**src/ivslc_pkg.sv**
```systemverilog
package ivslc_pkg;

    localparam int POINTS_DEF = 32;
    localparam int CODE_W = 12;
    localparam int IDX_W = 6;
    localparam int V_W = 23;
    localparam int SCALE_W = 18;
    localparam int GAIN_W = 16;
    localparam int CFG_W = 18;
    localparam int CFG_IDX_W = 1;
    localparam logic [CFG_IDX_W-1:0] REG_SCALE = 1'd0;
    localparam logic [CFG_IDX_W-1:0] REG_GAIN = 1'd1;
    localparam logic [SCALE_W-1:0] SCALE_RST = 18'd68985;
    localparam logic [GAIN_W-1:0] GAIN_RST = 16'd8872;
    localparam logic [CODE_W-1:0] CODE_MAX = 12'd4095;
    localparam logic [CODE_W-1:0] DEAD_OFFSET = 12'd1152;
    localparam int DIV_W = 39;
    localparam int DEN_W = 24;

    typedef struct packed {
        logic [22:0] open_voltage_uv;
        logic [22:0] short_voltage_uv;
        logic [11:0] midpoint_code;
    } in_word_t;

    typedef struct packed {
        logic [5:0]  point_index;
        logic [11:0] dac_code;
        logic        last_point;
    } out_word_t;

    typedef enum logic [3:0] {
        ST_IDLE,
        ST_STEP,
        ST_POINT,
        ST_VOLT,
        ST_DEN,
        ST_DIV,
        ST_NORM,
        ST_SQR,
        ST_GAIN,
        ST_CODE,
        ST_EMIT
    } state_t;

endpackage

```
**src/iv_sweep_load_curve_generator.sv**
```systemverilog
// Load-curve generator: one start word (open-circuit voltage, short voltage,
// midpoint code) yields POINTS result words on result/result_valid, each held
// one cycle; the receiver cannot stall. Point 0 is code 0, the last is 4095.
// busy stays high from the accepting edge until the last word is on the port.
// step=(oc-sc)/(POINTS-1) runs on a shared 39-bit restoring divider; the
// first word then passes through ST_STEP and ST_EMIT to the port.
// Each inner point uses the same divider, a one-bit-a-cycle normalize (its
// length set by the size of the ratio) and 12 squarings on one
// multiplier. A dead denominator skips the divider, normalize and squarings;
// a dead ratio skips normalize and squarings.
module iv_sweep_load_curve_generator #(
    parameter int POINTS = ivslc_pkg::POINTS_DEF
) (
    input  logic                                clk,
    input  logic                                rst_n,
    input  logic                                start,
    input  ivslc_pkg::in_word_t                 operand,
    output logic                                busy,
    output logic                                result_valid,
    output ivslc_pkg::out_word_t                result,
    input  logic                                cfg_we,
    input  logic [ivslc_pkg::CFG_IDX_W-1:0]     cfg_index,
    input  logic [ivslc_pkg::CFG_W-1:0]         cfg_data
);

    localparam int DW = ivslc_pkg::DIV_W;
    localparam int DC_W = $clog2(DW + 1);
    localparam logic [ivslc_pkg::IDX_W-1:0] LAST = ivslc_pkg::IDX_W'(POINTS - 1);
    localparam logic [ivslc_pkg::IDX_W-1:0] HALF = ivslc_pkg::IDX_W'(POINTS / 2);

    ivslc_pkg::state_t state_reg, state_next;
    logic [ivslc_pkg::SCALE_W-1:0] scale_reg;
    logic [ivslc_pkg::GAIN_W-1:0]  gain_reg;
    logic [22:0] oc_reg, oc_next, sc_reg, sc_next, step_reg, step_next;
    logic [22:0] v_reg, v_next;
    logic [11:0] mid_reg, mid_next, prev_reg, prev_next;
    logic [ivslc_pkg::IDX_W-1:0] idx_reg, idx_next;
    logic [DW-1:0] quo_reg, quo_next, rem_reg, rem_next;
    logic [DW-1:0] dvs_reg, dvs_next;
    logic [DC_W-1:0] cnt_reg, cnt_next;
    logic div_step_reg, div_step_next;
    logic [46:0] acc_reg, acc_next;
    logic [5:0] msb_reg, msb_next;
    logic [11:0] frac_reg, frac_next;
    logic signed [19:0] raw_reg, raw_next;
    logic valid_reg, valid_next;
    ivslc_pkg::out_word_t res_reg, res_next;

    logic [DW:0] trial;
    logic [63:0] sq;
    logic [40:0] vprod;
    logic signed [34:0] gprod;
    logic signed [17:0] lq;
    logic signed [19:0] rawc;
    logic [12:0] inc;

    always_ff @(posedge clk or negedge rst_n)
    begin
        if (!rst_n)
        begin
            scale_reg <= ivslc_pkg::SCALE_RST;
            gain_reg  <= ivslc_pkg::GAIN_RST;
        end
        else if (cfg_we)
        begin
            unique case (cfg_index)
                ivslc_pkg::REG_SCALE: scale_reg <= cfg_data[ivslc_pkg::SCALE_W-1:0];
                ivslc_pkg::REG_GAIN:  gain_reg  <= cfg_data[ivslc_pkg::GAIN_W-1:0];
                default: ;
            endcase
        end
    end

    always_ff @(posedge clk or negedge rst_n)
    begin
        if (!rst_n)
        begin
            state_reg <= ivslc_pkg::ST_IDLE;
            valid_reg <= 1'b0;
            prev_reg  <= '0;
            idx_reg   <= '0;
        end
        else
        begin
            state_reg <= state_next;
            valid_reg <= valid_next;
            prev_reg  <= prev_next;
            idx_reg   <= idx_next;
        end
    end

    always_ff @(posedge clk)
    begin
        oc_reg <= oc_next; sc_reg <= sc_next; step_reg <= step_next; mid_reg <= mid_next;
        quo_reg <= quo_next; rem_reg <= rem_next; dvs_reg <= dvs_next; cnt_reg <= cnt_next;
        div_step_reg <= div_step_next; v_reg <= v_next;
        acc_reg <= acc_next; msb_reg <= msb_next; frac_reg <= frac_next;
        raw_reg <= raw_next; res_reg <= res_next;
    end

    assign busy = (state_reg != ivslc_pkg::ST_IDLE);
    assign result_valid = valid_reg;
    assign result = res_reg;

    always_comb
    begin
        trial = {rem_reg, quo_reg[DW-1]} - {1'b0, dvs_reg};
        sq = acc_reg[31:0] * acc_reg[31:0];
        vprod = {18'd0, v_reg} * {23'd0, scale_reg};
        lq = ($signed({12'd0, msb_reg}) - 18'sd16) * 18'sd4096 + $signed({6'd0, frac_reg});
        gprod = 35'(lq) * 35'($signed({1'b0, gain_reg}));
        rawc = 20'(signed'({8'd0, mid_reg})) + 20'(gprod >>> 20);
        inc = {1'b0, prev_reg} + 13'd2;

        state_next = state_reg;
        oc_next = oc_reg; sc_next = sc_reg; step_next = step_reg; mid_next = mid_reg;
        quo_next = quo_reg; rem_next = rem_reg; dvs_next = dvs_reg; cnt_next = cnt_reg;
        div_step_next = div_step_reg; v_next = v_reg;
        acc_next = acc_reg; msb_next = msb_reg; frac_next = frac_reg;
        raw_next = raw_reg; res_next = res_reg;
        prev_next = prev_reg; idx_next = idx_reg;
        valid_next = 1'b0;

        unique case (state_reg)
            ivslc_pkg::ST_IDLE:
            begin
                if (start)
                begin
                    oc_next = operand.open_voltage_uv;
                    sc_next = (operand.short_voltage_uv > operand.open_voltage_uv) ?
                              operand.open_voltage_uv : operand.short_voltage_uv;
                    mid_next = operand.midpoint_code;
                    quo_next = DW'(operand.open_voltage_uv - sc_next);
                    rem_next = '0;
                    dvs_next = DW'(POINTS - 1);
                    cnt_next = DC_W'(DW);
                    idx_next = '0;
                    div_step_next = 1'b1;
                    state_next = ivslc_pkg::ST_DIV;
                end
            end
            ivslc_pkg::ST_DIV:
            begin
                if (trial[DW])
                begin
                    rem_next = {rem_reg[DW-2:0], quo_reg[DW-1]};
                    quo_next = {quo_reg[DW-2:0], 1'b0};
                end
                else
                begin
                    rem_next = trial[DW-1:0];
                    quo_next = {quo_reg[DW-2:0], 1'b1};
                end
                cnt_next = cnt_reg - 1'b1;
                if (cnt_reg == DC_W'(1))
                    state_next = div_step_reg ? ivslc_pkg::ST_STEP : ivslc_pkg::ST_NORM;
            end
            ivslc_pkg::ST_STEP:
            begin
                step_next = quo_reg[22:0];
                // sc + (POINTS-1)*step is oc less the remainder
                v_next = oc_reg - rem_reg[22:0];
                res_next = '{point_index: '0, dac_code: '0, last_point: 1'b0};
                state_next = ivslc_pkg::ST_EMIT;
            end
            ivslc_pkg::ST_POINT:
            begin
                if (idx_reg == LAST)
                begin
                    res_next = '{point_index: idx_reg, dac_code: ivslc_pkg::CODE_MAX,
                                 last_point: 1'b1};
                    state_next = ivslc_pkg::ST_EMIT;
                end
                else
                    state_next = ivslc_pkg::ST_VOLT;
            end
            ivslc_pkg::ST_VOLT:
            begin
                acc_next = 47'(vprod >> 16);
                state_next = ivslc_pkg::ST_DEN;
            end
            ivslc_pkg::ST_DEN:
            begin
                if (acc_reg <= 47'(sc_reg))
                begin
                    raw_next = 20'(signed'({8'd0, mid_reg})) -
                               20'(signed'({8'd0, ivslc_pkg::DEAD_OFFSET}));
                    state_next = ivslc_pkg::ST_CODE;
                    msb_next = '0;
                end
                else
                begin
                    dvs_next = DW'(acc_reg - 47'(sc_reg));
                    quo_next = {oc_reg, 16'd0};
                    rem_next = '0;
                    cnt_next = DC_W'(DW);
                    div_step_next = 1'b0;
                    state_next = ivslc_pkg::ST_DIV;
                end
            end
            ivslc_pkg::ST_NORM:
            begin
                if (cnt_reg == '0)
                begin
                    if (quo_reg <= DW'(65536))
                    begin
                        raw_next = 20'(signed'({8'd0, mid_reg})) -
                                   20'(signed'({8'd0, ivslc_pkg::DEAD_OFFSET}));
                        msb_next = '0;
                        state_next = ivslc_pkg::ST_CODE;
                    end
                    else
                    begin
                        acc_next = 47'(quo_reg - DW'(65536));
                        msb_next = 6'd46;
                        cnt_next = DC_W'(1);
                    end
                end
                else if (acc_reg[46])
                begin
                    acc_next = 47'(acc_reg[46:16]);
                    cnt_next = DC_W'(12);
                    frac_next = '0;
                    state_next = ivslc_pkg::ST_SQR;
                end
                else
                begin
                    acc_next = {acc_reg[45:0], 1'b0};
                    msb_next = msb_reg - 1'b1;
                end
            end
            ivslc_pkg::ST_SQR:
            begin
                if (sq[61])
                begin
                    acc_next = 47'(sq[62:31]);
                    frac_next = {frac_reg[10:0], 1'b1};
                end
                else
                begin
                    acc_next = 47'(sq[61:30]);
                    frac_next = {frac_reg[10:0], 1'b0};
                end
                cnt_next = cnt_reg - 1'b1;
                if (cnt_reg == DC_W'(1))
                    state_next = ivslc_pkg::ST_GAIN;
            end
            ivslc_pkg::ST_GAIN:
            begin
                raw_next = rawc;
                state_next = ivslc_pkg::ST_CODE;
            end
            ivslc_pkg::ST_CODE:
            begin
                res_next.point_index = idx_reg;
                res_next.last_point = 1'b0;
                if (raw_reg <= 20'sd0)
                    res_next.dac_code = '0;
                else if (raw_reg > 20'sd4095)
                    res_next.dac_code = ivslc_pkg::CODE_MAX;
                else if (idx_reg >= HALF && idx_reg < LAST - 6'd1)
                    res_next.dac_code = inc[12] ? ivslc_pkg::CODE_MAX : inc[11:0];
                else
                    res_next.dac_code = raw_reg[11:0];
                state_next = ivslc_pkg::ST_EMIT;
            end
            ivslc_pkg::ST_EMIT:
            begin
                valid_next = 1'b1;
                prev_next = res_reg.dac_code;
                idx_next = res_reg.point_index;
                v_next = v_reg - step_reg;
                if (res_reg.last_point)
                    state_next = ivslc_pkg::ST_IDLE;
                else
                begin
                    idx_next = res_reg.point_index + 1'b1;
                    state_next = ivslc_pkg::ST_POINT;
                end
            end
            default: state_next = ivslc_pkg::ST_IDLE;
        endcase
    end

endmodule

```
**config.mk**
```make
export PLATFORM = sky130hd
export DESIGN_NAME = iv_sweep_load_curve_generator
export DESIGN_NICKNAME = d
export VERILOG_FILES = /design/src/ivslc_pkg.sv /design/src/iv_sweep_load_curve_generator.sv
export SDC_FILE = /design/constraint.sdc
export NUM_CORES = 2
export LEC_CHECK = 0
export ABC_AREA = 0
export BUFFER_PORTS_ARGS = -buffer_cell sky130_fd_sc_hd__buf_2
export CORE_MARGIN = 2
export CORE_UTILIZATION = 45
export DETAILED_ROUTE_END_ITERATION = 12
export HOLD_SLACK_MARGIN = 0.02
export PLACE_DENSITY = 0.58
export RECOVER_POWER = 50
export REMOVE_ABC_BUFFERS = 1
export SLEW_MARGIN = 0
export SYNTH_ARGS = -nofsm -noshare
export SYNTH_HDL_FRONTEND = slang
export SYNTH_SLANG_ARGS = --single-unit
```
**constraint.sdc**
```tcl
create_clock -name clk -period 23.1 [get_ports clk]
set_clock_uncertainty 0.15 [all_clocks]
set_input_delay 6.93 -clock clk [delete_from_list [all_inputs] [get_ports clk]]
set_output_delay 6.93 -clock clk [all_outputs]
set_load 0.05 [all_outputs]
```
==> results.md <==
- Final core occ: 47.8%
- Synth area leaders: fa_1 37%, edfxtp_1 13%, ha_1 11%, inv_1 9.2%, nand2_1 4.7%
- FF+latch area: 0.0113 mm²
- Critical path required time: 23.41 ns
- Starting density of the core: 45.2%
- Filler cells: between 15000 and 20000
- Core Region: roughly 0.17 mm²
- Root Driver: clkbuf_16
- #FFs+latches synth: roughly 390
- CP Class: input port to register
- Die Span X: 416 µm
- Final nets: 10200
- Yosys top cell by area: fa_1
- Setup tns final: 0 ns
- Data arrival time of the worst path: 14.12 ns
- Area growth syn-to-layout: 5.69%
- Sequential-to-total area share from yosys stat: 14.8%
- Via Count: 56100
- Leading cell type by number of instances after synthesis: inv_1
- Highest Clock Rate: 0.0724 GHz
- Fin crit share: around 60%
- # placed instances: ~10000
- Layout cell share with drive strength beyond 1: 4.43%
- Minimum clock period: 13.81 ns
- Post-cts resize count: 0
- Largest net degree at the start of global routing: 65
- Largest register FFs: 47
- Async SR Flop Fraction: 14.8%
- Final Hold Fails: 0
- First-pass detailed-route iteration total: 8
- Fin area: 0.0808 mm²
- Synth top area share: a little under two fifths
- Rows: 151
- Slowest CP cell: a211oi_2
- DP HPWL: approximately 180 mm
- DRT iter0 DRCs: 4437
- CP Capture Type: register
- Synth Warn #: 0
- Most common library cells after synthesis: 1877 x inv_1, 1424 x fa_1, 961 x nand2_1
- Post-Route WL: 225 mm
- Area after DPL: 0.0794 mm²
- Setup violators final: 0
- All-Layer GR Usage: approximately a quarter
- Max Root-Sink Buffers: 3
- DRC: 0
- Violated checks: max-capacitance violations, max-slew violations
- RSZ-0062 raised after global routing: no
- IO Port Bufs: 101
- Max Cap Viol: 12
- First-pass GRT wire length: 351 mm
- Crit Path Max Fanout: 21
- GRT overflow: 0
- Clock sinks: 385
- Min-Delay Path Class: register to register
- Delay of the slowest cell on the worst path: around 1.1 ns
- Syn Std Cell Area: 0.0764 mm²
- Clock-pin slew on the worst setup and hold paths: approximately 0.060 ns
- CP bufs+invs: 3
- Slew Viols, Final: 434
- Post-CTS Hold Buffers: 0
- Crit start category: input port
- Die ar.: 0.173 mm²
- Multi-input gate area: 0.0568 mm²
- DR WL/cell: approximately 22 µm
- Post-Layout Cell Count: 10400
- Ports: 102
- Synth cell types: 90
- Total CTS buffers: 45
- Post-DRT Antenna Nets: 0
- GPL Wtd Cong: 0.948
- Status: finished with violations
- Largest delay contributor family on the critical path: compound AO/OA/AOI/OAI gates
- Worst-skew pair later-pin latency: 0.63 ns
- Number of synthesized flops with an enable pin: 328
- Critical path's most frequent cell: o21a_1
- Worst Tran Pin Value: 3.60 ns
- Initial antenna violation count: 27
- Cells after Synth: approximately 8000
- Routed vias/inst: between 5 and 6
- H-tree depth: 2
- Postcts setup bufs: 0
- TritonCTS clock tree: built
- Synthesized area per cell: ~9.4 µm²
- Die Height: between 400 and 500 µm
- Slew margin rel.: -140%
- Post-synth top flop: edfxtp_1
- Vias in the first global route: 59000
-- placed cells by master, fill, tap and decap left out, drive strengths merged, types with 170 or more instances in the layout --
master  synthesis  layout
fa           1424    1424
and2          476     476
edfxtp        328     328
ha            657     657
o21ai         187     187
a21oi         264     264
nand2         961     961
buf            28     170
inv          1878    1880
nor2          323     323
-- layout make-up --
class	instances	area share, %
clock buffer	55	1.48
timing repair buffer	212	1.54
sequential	385	14.0
inverter	1885	8.76
clock inverter	27	0.432
tap	2218	3.44
antenna	13	0.0403
multi-input combinational	5557	70.3
-- kinds of logic after synthesis --
| logic type | Yosys count | synth area share [%] |
|---|---|---|
| xor gates and xnor gates | 269 | 3.12 |
| muxes | 150 | 2.07 |
| other | 1 | 0.00491 |
| adders and majority gates | 2081 | 48.1 |
| buffers and inverters | 2207 | 10.9 |
| DFF | 385 | 14.8 |
| AOI/OAI and AO/OA | 919 | 7.90 |
| and+or+nand+nor | 2137 | 13.2 |
-- layer usage --
metal,GRT usage (%),vias to the layer above,part of all wire (%)
met5,0,-,0.013
li1,-,25100,-
met2,42.0,2004,46
met1,37.5,28700,43
met4,7.41,4,3.2
met3,4.58,330,8.0
-- final timing paths --
check	startpoint	to	slack [ns]	depth (start not counted)
hold reg to reg	result[5]$_DFFE_PP_	prev_reg[4]$_DFFE_PN0P_	0.32	2
hold / removal	result[5]$_DFFE_PP_	prev_reg[4]$_DFFE_PN0P_	0.32	2
min in group asynchronous	rst_n	result_valid$_DFF_PN0_	7.48	2
setup / recovery	operand[37]	quo_reg[32]$_DFFE_PP_	9.29	28
max in group asynchronous	rst_n	gain_reg[0]$_DFFE_PN0P_	13.20	2
setup reg to reg	acc_reg[1]$_DFFE_PP_	acc_reg[0]$_DFFE_PP_	11.06	27
-- tightest hold or removal path, delay by kind of cell (launching register included) --
kind / cells / cell delay, ns
flops: 1 / 0.35
simple gates: 2 / 0.10
-- stage by stage --
stage          setup WS (ns)  hold WS, ns
2_1_floorplan           6.60        0.298
3_3_place_gp            9.05        0.299
3_5_place_dp            8.98        0.312
4_1_cts                 9.58        0.330
5_1_grt                 8.97        0.358
6_report                9.29        0.324
Power is left out: the tool's default activity adds up to more than one toggle a clock period on the data nets, which glitch-free logic cannot reach.
